## src/hdl/vde_pkg.sv

```systemverilog
// ----------------------------------------------------------------------------
// vde_pkg
// Shared types and constants of the vector distance engine.
// ----------------------------------------------------------------------------
package vde_pkg;

  localparam int unsigned MaxLengthDefault = 1024;
  localparam int unsigned DataWidthDefault = 16;

  localparam int unsigned ValW  = 16;  // width of one element on the stream
  localparam int unsigned ModeW = 3;
  localparam int unsigned AccW  = 45;
  localparam int unsigned RmaxW = 17;
  localparam int unsigned DistW = 60;
  localparam int unsigned FracW = 16;

  typedef enum logic [ModeW-1:0] {
    MODE_EUCLIDEAN = 3'd0,
    MODE_MANHATTAN = 3'd1,
    MODE_MAXIMUM   = 3'd2,
    MODE_BINARY    = 3'd3,
    MODE_MATCHING  = 3'd4
  } metric_mode_e;

  typedef struct packed {
    logic accum;      // fold the accepted pair into the vector state
    logic mul;        // form acc * offered and decide the result path
    logic prep;       // load the divider, clear the vector state
    logic div_step;   // one quotient bit
    logic div_done;   // take the quotient
    logic sqrt_step;  // one root bit
    logic load_out;   // move the result into the output register
  } dp_cmd_t;

  typedef struct packed {
    logic need_div;
    logic need_sqrt;
    logic out_busy;
  } dp_status_t;

endpackage

```

## src/hdl/vde_ctrl.sv

```systemverilog
// ----------------------------------------------------------------------------
// vde_ctrl
// Sequencer: accumulation, product, bit-serial divide, bit-serial root, output.
// ----------------------------------------------------------------------------
module vde_ctrl #(
  parameter int unsigned NUM_W  = 88,
  parameter int unsigned ROOT_W = 44
) (
  input  logic                clk_i,
  input  logic                rst_ni,
  input  logic                in_valid_i,
  input  logic                in_last_i,
  output logic                in_ready_o,
  input  vde_pkg::dp_status_t status_i,
  output vde_pkg::dp_cmd_t    cmd_o
);
  import vde_pkg::*;

  localparam int unsigned IterW = $clog2(NUM_W + 1);

  typedef enum logic [2:0] {
    S_ACC, S_MUL, S_PREP, S_DIV, S_SQRT, S_DONE
  } state_e;

  state_e           state_q, state_d;
  logic [IterW-1:0] cnt_q, cnt_d;

  always_comb begin
    state_d    = state_q;
    cnt_d      = cnt_q;
    cmd_o      = '0;
    in_ready_o = 1'b0;
    unique case (state_q)
      S_ACC: begin
        in_ready_o  = 1'b1;
        cmd_o.accum = in_valid_i;
        if (in_valid_i && in_last_i) begin
          state_d = S_MUL;
        end
      end
      S_MUL: begin
        cmd_o.mul = 1'b1;
        state_d   = S_PREP;
      end
      S_PREP: begin
        cmd_o.prep = 1'b1;
        cnt_d      = IterW'(NUM_W);
        state_d    = status_i.need_div ? S_DIV : S_DONE;
      end
      S_DIV: begin
        if (cnt_q != '0) begin
          cmd_o.div_step = 1'b1;
          cnt_d          = cnt_q - 1'b1;
        end else begin
          cmd_o.div_done = 1'b1;
          cnt_d          = IterW'(ROOT_W);
          state_d        = status_i.need_sqrt ? S_SQRT : S_DONE;
        end
      end
      S_SQRT: begin
        if (cnt_q != '0) begin
          cmd_o.sqrt_step = 1'b1;
          cnt_d           = cnt_q - 1'b1;
        end else begin
          state_d = S_DONE;
        end
      end
      S_DONE: begin
        if (!status_i.out_busy) begin
          cmd_o.load_out = 1'b1;
          state_d        = S_ACC;
        end
      end
      default: state_d = S_ACC;
    endcase
  end

  always_ff @(posedge clk_i or negedge rst_ni) begin
    if (!rst_ni) begin
      state_q <= S_ACC;
      cnt_q   <= '0;
    end else begin
      state_q <= state_d;
      cnt_q   <= cnt_d;
    end
  end

endmodule

```

## src/hdl/vde_datapath.sv

```systemverilog
// ----------------------------------------------------------------------------
// vde_datapath
// Per-vector state, shared restoring divider, digit-by-digit square root and
// the output register.
// ----------------------------------------------------------------------------
module vde_datapath #(
  parameter int unsigned MAX_LENGTH = 1024,
  parameter int unsigned DATA_WIDTH = 16,
  parameter int unsigned NUM_W      = 88,
  parameter int unsigned ROOT_W     = 44
) (
  input  logic                        clk_i,
  input  logic                        rst_ni,
  input  logic                        cfg_we_i,
  input  logic [vde_pkg::ModeW-1:0]   cfg_wdata_i,
  input  logic [vde_pkg::ValW-1:0]    x_value_i,
  input  logic [vde_pkg::ValW-1:0]    y_value_i,
  input  logic                        x_missing_i,
  input  logic                        y_missing_i,
  input  vde_pkg::dp_cmd_t            cmd_i,
  output vde_pkg::dp_status_t         status_o,
  output logic                        out_valid_o,
  input  logic                        out_ready_i,
  output logic [vde_pkg::DistW-1:0]   distance_o,
  output logic                        result_missing_o,
  output logic                        too_long_o
);
  import vde_pkg::*;

  localparam int unsigned CntW  = $clog2(MAX_LENGTH + 1);
  localparam int unsigned ProdW = AccW + CntW;
  localparam int unsigned RadW  = 2 * ROOT_W;
  localparam int unsigned SremW = ROOT_W + 2;
  localparam int unsigned SqW   = 2 * DATA_WIDTH;
  localparam int unsigned SumW  = ((SqW > AccW) ? SqW : AccW) + 1;
  localparam int unsigned DW    = (DATA_WIDTH > RmaxW) ? DATA_WIDTH : RmaxW;
  localparam int unsigned PadW  = (DATA_WIDTH > ValW) ? DATA_WIDTH : ValW;

  localparam logic [SumW-1:0]  AccMax  = SumW'({AccW{1'b1}});
  localparam logic [DW-1:0]    RmaxMax = DW'({RmaxW{1'b1}});
  localparam logic [DistW-1:0] DistMax = '1;

  logic [ModeW-1:0] mode_q;
  logic [AccW-1:0]  acc_q;
  logic [RmaxW-1:0] rmax_q;
  logic [CntW-1:0]  off_q, use_q, nz_q, dif_q;
  logic             ovf_q;

  logic [ProdW-1:0] prod_q;
  logic             need_div_q, need_sqrt_q;
  logic [DistW-1:0] res_q;
  logic             res_miss_q, res_long_q;

  logic [NUM_W-1:0]  num_q;
  logic [CntW-1:0]   den_q;
  logic [CntW-1:0]   rem_q;
  logic [RadW-1:0]   rad_q;
  logic [ROOT_W-1:0] root_q;
  logic [SremW-1:0]  srem_q;

  logic              out_valid_q;
  logic [DistW-1:0]  out_dist_q;
  logic              out_miss_q, out_long_q;

  // Element decode: the low DATA_WIDTH bits as two's complement.
  logic [PadW-1:0]            x_pad, y_pad;
  logic signed [DATA_WIDTH:0] xs, ys;
  logic [DATA_WIDTH+1:0]      diff, diff_neg;
  logic [DATA_WIDTH-1:0]      absd;
  logic [SqW-1:0]             sq;
  logic [SumW-1:0]            sum;
  logic [DW-1:0]              absd_sat;
  logic                       skip, x_nz, y_nz;

  assign x_pad    = PadW'(x_value_i);
  assign y_pad    = PadW'(y_value_i);
  assign xs       = {x_pad[DATA_WIDTH-1], x_pad[DATA_WIDTH-1:0]};
  assign ys       = {y_pad[DATA_WIDTH-1], y_pad[DATA_WIDTH-1:0]};
  assign diff     = {xs[DATA_WIDTH], xs} - {ys[DATA_WIDTH], ys};
  assign diff_neg = ~diff + 1'b1;
  assign absd     = diff[DATA_WIDTH+1] ? diff_neg[DATA_WIDTH-1:0] : diff[DATA_WIDTH-1:0];
  assign sq       = absd * absd;
  assign sum      = SumW'(acc_q) + ((mode_q == MODE_EUCLIDEAN) ? SumW'(sq) : SumW'(absd));
  assign absd_sat = (DW'(absd) > RmaxMax) ? RmaxMax : DW'(absd);
  assign skip     = x_missing_i | y_missing_i;
  assign x_nz     = |xs;
  assign y_nz     = |ys;

  // Divider and root steps.
  logic [CntW:0]     rem_sh;
  logic              qbit;
  logic [SremW+1:0]  srem_sh, trial;
  logic              rbit;

  assign rem_sh  = {rem_q, num_q[NUM_W-1]};
  assign qbit    = rem_sh >= {1'b0, den_q};
  assign srem_sh = {srem_q, rad_q[RadW-1:RadW-2]};
  assign trial   = (SremW+2)'({root_q, 2'b01});
  assign rbit    = srem_sh >= trial;

  always_ff @(posedge clk_i or negedge rst_ni) begin
    if (!rst_ni) begin
      mode_q      <= ModeW'(MODE_EUCLIDEAN);
      acc_q       <= '0;
      rmax_q      <= '0;
      off_q       <= '0;
      use_q       <= '0;
      nz_q        <= '0;
      dif_q       <= '0;
      ovf_q       <= 1'b0;
      need_div_q  <= 1'b0;
      need_sqrt_q <= 1'b0;
      out_valid_q <= 1'b0;
    end else begin
      if (cfg_we_i) begin
        mode_q <= cfg_wdata_i;
      end
      if (cmd_i.accum) begin
        if (off_q >= CntW'(MAX_LENGTH)) begin
          ovf_q <= 1'b1;
        end else begin
          off_q <= off_q + 1'b1;
          if (!skip) begin
            use_q <= use_q + 1'b1;
            unique case (mode_q)
              MODE_EUCLIDEAN, MODE_MANHATTAN: begin
                acc_q <= (sum > AccMax) ? AccMax[AccW-1:0] : sum[AccW-1:0];
              end
              MODE_MAXIMUM: begin
                if (absd_sat > DW'(rmax_q)) begin
                  rmax_q <= absd_sat[RmaxW-1:0];
                end
              end
              MODE_BINARY: begin
                if (x_nz || y_nz) begin
                  nz_q <= nz_q + 1'b1;
                  if (!x_nz || !y_nz) begin
                    dif_q <= dif_q + 1'b1;
                  end
                end
              end
              MODE_MATCHING: begin
                if (xs != ys) begin
                  dif_q <= dif_q + 1'b1;
                end
              end
              default: ;
            endcase
          end
        end
      end
      if (cmd_i.mul) begin
        if (ovf_q || use_q == '0) begin
          need_div_q  <= 1'b0;
          need_sqrt_q <= 1'b0;
        end else begin
          unique case (mode_q)
            MODE_EUCLIDEAN: begin
              need_div_q  <= 1'b1;
              need_sqrt_q <= 1'b1;
            end
            MODE_MANHATTAN, MODE_MATCHING: begin
              need_div_q  <= 1'b1;
              need_sqrt_q <= 1'b0;
            end
            MODE_BINARY: begin
              need_div_q  <= (nz_q != '0);
              need_sqrt_q <= 1'b0;
            end
            default: begin
              need_div_q  <= 1'b0;
              need_sqrt_q <= 1'b0;
            end
          endcase
        end
      end
      if (cmd_i.prep) begin
        acc_q  <= '0;
        rmax_q <= '0;
        off_q  <= '0;
        use_q  <= '0;
        nz_q   <= '0;
        dif_q  <= '0;
        ovf_q  <= 1'b0;
      end
      if (cmd_i.load_out) begin
        out_valid_q <= 1'b1;
      end else if (out_ready_i) begin
        out_valid_q <= 1'b0;
      end
    end
  end

  // Payload registers.
  always_ff @(posedge clk_i) begin
    if (cmd_i.mul) begin
      prod_q     <= acc_q * off_q;
      res_long_q <= ovf_q;
      res_miss_q <= !ovf_q && (use_q == '0 || mode_q > ModeW'(MODE_MATCHING));
      res_q      <= (!ovf_q && use_q != '0 && mode_q == MODE_MAXIMUM) ?
                    DistW'({rmax_q, {FracW{1'b0}}}) : '0;
    end
    if (cmd_i.prep) begin
      rem_q <= '0;
      den_q <= (mode_q == MODE_BINARY) ? nz_q : use_q;
      unique case (mode_q)
        MODE_EUCLIDEAN: num_q <= NUM_W'({prod_q, 32'b0});
        MODE_MANHATTAN: num_q <= NUM_W'({prod_q, {FracW{1'b0}}});
        default:        num_q <= NUM_W'({dif_q, {FracW{1'b0}}});
      endcase
    end
    if (cmd_i.div_step) begin
      rem_q <= qbit ? CntW'(rem_sh - {1'b0, den_q}) : rem_sh[CntW-1:0];
      num_q <= {num_q[NUM_W-2:0], qbit};
    end
    if (cmd_i.div_done) begin
      rad_q  <= RadW'(num_q);
      root_q <= '0;
      srem_q <= '0;
      res_q  <= (|num_q[NUM_W-1:DistW]) ? DistMax : num_q[DistW-1:0];
    end
    if (cmd_i.sqrt_step) begin
      rad_q  <= {rad_q[RadW-3:0], 2'b00};
      srem_q <= rbit ? SremW'(srem_sh - trial) : SremW'(srem_sh);
      root_q <= {root_q[ROOT_W-2:0], rbit};
    end
    if (cmd_i.load_out) begin
      out_dist_q <= need_sqrt_q ? DistW'(root_q) : res_q;
      out_miss_q <= res_miss_q;
      out_long_q <= res_long_q;
    end
  end

  assign status_o.need_div  = need_div_q;
  assign status_o.need_sqrt = need_sqrt_q;
  assign status_o.out_busy  = out_valid_q & ~out_ready_i;

  assign out_valid_o      = out_valid_q;
  assign distance_o       = out_dist_q;
  assign result_missing_o = out_miss_q;
  assign too_long_o       = out_long_q;

endmodule

```

## src/hdl/vector_distance_engine_core.sv

```systemverilog
// ----------------------------------------------------------------------------
// vector_distance_engine_core
// Streaming distance between two vectors with missing elements.
// ----------------------------------------------------------------------------
// Input beats carry one element pair: x in tdata[15:0], y in tdata[31:16],
// the two missing flags in tuser, and tlast on the closing pair. Each pair
// is folded into the vector state as it is taken, back to back.
// After the closing beat the engine stops taking input while it finishes:
// it forms acc * offered, sets up the divider, then a restoring divider
// yields one quotient bit per cycle over NUM_W bits (88 by default)
// and, in euclidean mode, a square root unit that yields one root bit per
// cycle over ROOT_W bits (44 by default). Results that need no divide
// (maximum, missing, too long) go from setup straight to the output.
// The output register decouples the two sides: the next vector streams in
// while a result waits; only a second result stalls until the first beat
// is taken. Reset clears the vector state, the mode (euclidean) and the
// output valid. Write metric_mode only while the engine is idle.
// ----------------------------------------------------------------------------
module vector_distance_engine_core #(
  parameter int unsigned MAX_LENGTH = vde_pkg::MaxLengthDefault,
  parameter int unsigned DATA_WIDTH = vde_pkg::DataWidthDefault
) (
  input  logic        clk_i,
  input  logic        rst_ni,
  input  logic        cfg_we_i,
  input  logic [2:0]  cfg_wdata_i,         // metric_mode
  input  logic        s_axis_tvalid_i,
  output logic        s_axis_tready_o,
  input  logic [31:0] s_axis_tdata_i,      // x_value, y_value
  input  logic [1:0]  s_axis_tuser_i,      // x_missing, y_missing
  input  logic        s_axis_tlast_i,      // last_element
  output logic        m_axis_tvalid_o,
  input  logic        m_axis_tready_i,
  output logic [63:0] m_axis_tdata_o,      // distance, zero fill
  output logic [1:0]  m_axis_tuser_o       // result_missing, too_long
);
  import vde_pkg::*;

  localparam int unsigned CntW  = $clog2(MAX_LENGTH + 1);
  localparam int unsigned NumW  = AccW + CntW + 32;
  localparam int unsigned RootW = (NumW + 1) / 2;

  dp_cmd_t          cmd;
  dp_status_t       status;
  logic [DistW-1:0] distance;

  vde_ctrl #(
    .NUM_W  (NumW),
    .ROOT_W (RootW)
  ) u_ctrl (
    .clk_i      (clk_i),
    .rst_ni     (rst_ni),
    .in_valid_i (s_axis_tvalid_i),
    .in_last_i  (s_axis_tlast_i),
    .in_ready_o (s_axis_tready_o),
    .status_i   (status),
    .cmd_o      (cmd)
  );

  vde_datapath #(
    .MAX_LENGTH (MAX_LENGTH),
    .DATA_WIDTH (DATA_WIDTH),
    .NUM_W      (NumW),
    .ROOT_W     (RootW)
  ) u_datapath (
    .clk_i            (clk_i),
    .rst_ni           (rst_ni),
    .cfg_we_i         (cfg_we_i),
    .cfg_wdata_i      (cfg_wdata_i),
    .x_value_i        (s_axis_tdata_i[15:0]),
    .y_value_i        (s_axis_tdata_i[31:16]),
    .x_missing_i      (s_axis_tuser_i[0]),
    .y_missing_i      (s_axis_tuser_i[1]),
    .cmd_i            (cmd),
    .status_o         (status),
    .out_valid_o      (m_axis_tvalid_o),
    .out_ready_i      (m_axis_tready_i),
    .distance_o       (distance),
    .result_missing_o (m_axis_tuser_o[0]),
    .too_long_o       (m_axis_tuser_o[1])
  );

  assign m_axis_tdata_o = {4'b0000, distance};

endmodule
```

## config.mk

```make
export PLATFORM = sky130hd
export DESIGN_NAME = vector_distance_engine_core
export DESIGN_NICKNAME = d
export VERILOG_FILES = /design/src/hdl/vde_pkg.sv /design/src/hdl/vde_ctrl.sv /design/src/hdl/vde_datapath.sv /design/src/hdl/vector_distance_engine_core.sv
export SDC_FILE = /design/constraint.sdc
export NUM_CORES = 2
export LEC_CHECK = 0
export ABC_AREA = 1
export BUFFER_PORTS_ARGS = -buffer_cell sky130_fd_sc_hd__buf_2
export CAP_MARGIN = 0
export CORE_MARGIN = 2
export CORE_UTILIZATION = 60
export DETAILED_ROUTE_END_ITERATION = 16
export GPL_ROUTABILITY_DRIVEN = 0
export PLACE_DENSITY = 0.77
export SLEW_MARGIN = 20
export SYNTH_ARGS = -nofsm -noshare
export SYNTH_HDL_FRONTEND = slang
export SYNTH_SLANG_ARGS = --single-unit
```

## constraint.sdc

```tcl
create_clock -name clk_i -period 12.6 [get_ports clk_i]
set_input_delay 0 -clock clk_i [delete_from_list [all_inputs] [get_ports clk_i]]
set_output_delay 0 -clock clk_i [all_outputs]
set_load 0.02 [all_outputs]
```

### After elaboration in Yosys (flattened, before gate mapping)

Cells that the tools add are included.

* add/subtract/negate cells: 10
* $mul: 2
* order comparisons: 6
* eq/ne operators: 20
* multiplexer cells: 83
* bitwise operators: 4
* reductions and logical operators: 44

Operators with widths (count)
* $mux 88: 4
* $mux 45: 6
* $mux 11: 24
* $mux 60: 3
* $pmux 88 s2: 1
* $mux 46: 3
* $mux 44: 3
* $mux 17: 6
* $mul 45x11->56: 1
* $ge 48x46->1: 1
* $add 45x46->46: 1
* $gt 46x45->1 const B: 1
* $sub 46x46->46: 1
* $add 11x1->11 const B: 4
* $mux 33: 1
* $mul 16x16->32: 1
* $mux 32: 1
* $reduce_or 16->1: 2
* $reduce_or 28->1: 1
* $pmux 11 s2: 1
* $reduce_bool 11->1: 2
* $reduce_bool 2->1: 11
* $pmux 7 s3: 1
* $mux 1: 18
* 39 further kinds: 71

* register bits: 591
* bits of input ports: 43
* output and inout bits: 68
* logic and storage cells: 197

### Depth between registers and ports, before layout

* depth in word-level cells: 14
* mapped depth: 59

### Hierarchy

Synthesis repeated with hierarchy kept, for this count alone.

* cells, all modules: 6586
* area, all modules: 55233.0 µm²

By module, submodules not included
* vde_datapath: times used 1, cells an instance 6477, area each 54433.5 µm²
* vde_ctrl: times used 1, cells an instance 104, area each 765.7 µm²
* vector_distance_engine_core: times used 1, cells an instance 5, area each 33.8 µm²

### Least setup slack after synthesis

OpenSTA, ideal clock, no wires.

* path kind: input -> register
* from: input s_axis_tdata_i[0]
* to: register u_datapath.acc_q[11]
* arrival time: 8512 ps
* setup slack: 3965 ps
* cell stages on the path: 50
* buffers on the path: 2
* path through: inv_1 > ha_1 > inv_1 > fa_1 > inv_1 > ha_1 > inv_1 > nor2_1 > nand3_1 > nor2_1 > nand3_1 > nor2_1 > nand3_1 > nand2_1 > nand2_1 > nand2_1 > buf_2 > nor2_1 > [... 14 more ...] > inv_1 > a21oi_1 > xor2_1 > nor2_1 > ha_1 > nand2_1 > nor2_1 > inv_1 > o21ai_0 > a21oi_1 > nand2_1 > a21oi_2 > o21ai_2 > nand2_2 > inv_2 > buf_2 > o21ai_0 > nand2_1

* longest elaborated chain between the ends: 14

Ends and longest elaborated chain
* start, declared: RTL line vector_distance_engine_core.sv:29 `input logic [31:0] s_axis_tdata_i,`
* $sub 16x16->17 *: RTL line vde_datapath.sv:79 `assign diff = {xs[DATA_WIDTH], xs} - {ys[DATA_WIDTH], ys};`
* $not 16->16: RTL line vde_datapath.sv:80 `assign diff_neg = ~diff + 1'b1;`
* $add 16x1->16: RTL line vde_datapath.sv:80
* $mux 16 *: RTL line vde_datapath.sv:81 `assign absd = diff[DATA_WIDTH+1] ? diff_neg[DATA_WIDTH-1:0] : diff[DATA_WIDTH-1:0];`
* $mul 16x16->32: RTL line vde_datapath.sv:82 `assign sq = absd * absd;`
* $mux 32 *: RTL line vde_datapath.sv:83 `assign sum = SumW'(acc_q) + ((mode_q == MODE_EUCLIDEAN) ? SumW'(sq) : SumW'(absd));`
* $add 45x46->46 *: RTL line vde_datapath.sv:83
* $gt 46x45->1: RTL line vde_datapath.sv:127 `acc_q <= (sum > AccMax) ? AccMax[AccW-1:0] : sum[AccW-1:0];`
* $mux 45 *: RTL line vde_datapath.sv:127
* $mux 45 *: RTL line vde_datapath.sv:125 `unique case (mode_q)`
* $mux 45 *: RTL line vde_datapath.sv:123 `if (!skip) begin`
* $mux 45 *: RTL line vde_datapath.sv:119 `if (off_q >= CntW'(MAX_LENGTH)) begin`
* $mux 45 *: RTL line vde_datapath.sv:118 `if (cmd_i.accum) begin`
* $mux 45 *: RTL line vde_datapath.sv:177 `if (cmd_i.prep) begin`
* end signal, assigned: RTL line vde_datapath.sv:127
* end, declared: RTL line vde_datapath.sv:44 `logic [AccW-1:0] acc_q;`

Every way passes the cells marked *; elsewhere a longest branch is shown, timed or not. The select of a mux whose other input is x is not followed.
A chain may end at the register's enable or synchronous reset.

### Worst setup path after layout

* from: input s_axis_tdata_i[31]
* to: register u_datapath.acc_q[36]

Same word-level chain as after synthesis.

==> results.yml <==
synth:
  ys_ff_latch: 590
  yosysMostFrequentCell: "nand2_1"
  synth_top_area_share_pct: 25.5
  syn_area_um2: 54800
  synth_common_cells: "nand2_1, inv_1, fa_1, o21ai_0, edfxtp_1"
  yosysWarnings: 0
  seq_area_frac_synth_pct: 31.2
  synthFlopType: "edfxtp_1"
  synth-edff-count: 466
  synth_cell_types: 68
  async_flop_share_pct: 20.7
  postSynthCellCount: 6476
  yosysTopAreaCell: "edfxtp_1"
  synth_area_per_cell_um2: 8.47
  synth.area.top_cells: "edfxtp_1, fa_1, nand2_1, inv_1, ha_1"
cts:
  cts.htree.levels: 2
  cts_buffers: 60
  clkTransAtPathRegs_ns: 0.06
  clock_path_buffers: 3
  clock_sinks: 590
  cts_root_buf: "clkbuf_16"
  clk_latency_ns: 0.68
  cts_tree: "done"
timing:
  worstMarginPinSlew_ns: 1.01
  setup_ws_ns: 2.57
  rsz0062_at_grt: "no"
  fin_setup_tns_ns: 0
  finalCritPeriodShare_pct: 79.6
  holdWs_ns: 0.0973
  clock.fmax_mhz: 99.7
  fin_worst_skew_ns: 0.0749
  relSlewSlack_pct: 32.9
  drv_slew: 0
  hold_viol: 0
  setup_viol: 0
  period_needed_ns: 10.03
floorplanning:
  std_cell_rows: 110
  fp.dieH_um: 306
  die-area_um2: 93800
  boundaryPins: 111
  start_util_pct: 60.7
  die_w_um: 306
  coreArea_um2: 90300
global_routing:
  grt_overflow: 0
  grt_pass1_wl_um: 231000
  grt_pass1_vias: 44800
  grtUsageTotal_pct: 30.6
  grtUsageMet2_pct: 50.7
  grt_util_met1_pct: 40.7
  antenna_found_initial: 0
  met3_usage_pct: 4.78
  busiest_layer: "met2"
  grt_max_degree: 107
critical_path:
  cp-end-kind: "flop"
  path_max_fanout: 27
  crit_path_max_incr_delay_ns: 0.55
  slowest_stage: "fa_1"
  crit_type: "in2reg"
  startpoint_type: "input port"
  cp.required_ns: 13.14
  worstPathArrival_ns: 10.57
  cp_common_cell: "inv_1"
route:
  dr.pass1.iters: 9
  wl_per_cell_um: 18.3
  via_count: 44300
  drtIter0Drc: 4678
  viasPerCell: 5.77
  final_antenna_net_count: 0
  wl_um: 141000
  post-route-drc-count: 0
cells_and_area:
  drive_gt1_share_pct: 5.57
  stdcell_count: 7681
  finalNetCount: 7371
  fillCellCount: 7325
  areaGrowthSynthToFinish_pct: 6.37
run:
  drv_cap: 0
placed_design:
  pre_cts_slack_ns: 2.26
  place_inst: 7549
  dpl.hpwl_um: 106000
  port_buffers: 106
hold_path:
  worst_hold_path_type: "in2reg"
run_status:
  status: "finished, final reports clean"
==> worst max-delay path, delay by kind of cell <==
kind,cells,cell delay (ns)
buf+inv,14,1.85
simple gates,13,2.30
xor+xnor,1,0.17
compound gates,10,2.00
fa+ha+maj,9,4.24
==> timing repair <==
action / in CTS / in global routing
hold buffers: 21 / 0
buffers inserted: 0 / 0
endpoints found under the hold margin: 76 / 0
gates resized for setup: 0 / 0
setup endpoints to repair: 0 / 0
==> cell type report <==
class,count,area (um2),area share (%)
multi-input cells,4347,31900,54.6
clock buffers,71,1570,2.70
well taps,1176,1470,2.52
repair buffers,163,1010,1.74
flip-flops and latches,590,17100,29.3
diodes,1,2.50,0.00429
clock inverters,39,439,0.753
inverters,1294,4870,8.35
==> sequential cells by signal (all words and copies together), names as in the netlist, 16 cells and up <==
signal,flops
u_datapath.num_q,88
u_datapath.rad_q,88
u_datapath.distance_o,60
u_datapath.res_q,60
u_datapath.prod_q,56
u_datapath.srem_q,46
u_datapath.acc_q,45
u_datapath.root_q,44
u_datapath.rmax_q,16
==> routing by layer <==
layer	vias to the layer above	share of wire, %
li1	20500	-
met1	21300	40
met2	2126	47
met3	361	8.9
met4	0	4.1
met5	-	0
==> path summary, 6_finish.rpt <==
path / from / end / slack (ns) / cells past startpoint
worst max-delay path: s_axis_tdata_i[31] / u_datapath.acc_q[36]$_DFFE_PN0P_ / 2.57 / 47
worst min-delay path: s_axis_tdata_i[19] / u_datapath.dif_q[1]$_DFFE_PN0P_ / 0.1 / 7
worst max register to register: u_datapath.off_q[8]$_DFFE_PN0P_ / u_datapath.prod_q[38]$_DFFE_PP_ / 6.10 / 17
worst min register to register: u_datapath.rad_q[1]$_SDFFE_PP0P_ / u_datapath.rad_q[1]$_SDFFE_PP0P_ / 0.48 / 2
max in group asynchronous: rst_ni / u_datapath.dif_q[2]$_DFFE_PN0P_ / 10.33 / 4
min in group asynchronous: rst_ni / u_datapath.dif_q[3]$_DFFE_PN0P_ / 0.48 / 3
==> layout by cell type, fill, tap and decap left out, types with 22 or more instances in the layout <==
master	count
edfxtp_1	466
a31oi_1	40
nand3_1	167
buf_4	37
a21oi_1	324
nor2_1	457
nor4_1	40
clkbuf_16	60
xnor2_1	62
o22ai_1	47
o21ai_0	542
inv_1	1265
nand2_1	1341
a21o_1	38
ha_1	322
xor2_1	93
o221ai_1	22
nor3_1	49
nand4_1	42
fa_1	550
dfrtp_1	122
buf_2	105
==> metrics by stage <==
stage          util (%)  instance area [um2]
2_1_floorplan         -                54800
3_3_place_gp       62.1                56100
3_5_place_dp       62.1                56100
4_1_cts            64.6                58300
5_1_grt            64.6                58300
6_report           64.6                58300
==> kinds of logic after synthesis <==
kind of cell | Yosys count | synth area share (%)
xor+xnor | 160 | 2.67
fa+ha+maj | 872 | 27.4
other cells | 1 | 0.00684
compound gates | 1129 | 11.5
simple gates | 2182 | 16.4
buf+inv | 1542 | 10.8
flops | 590 | 31.2
Power is not shown: default switching activity piles up to over one toggle a cycle in this logic, so the estimate is an artifact.
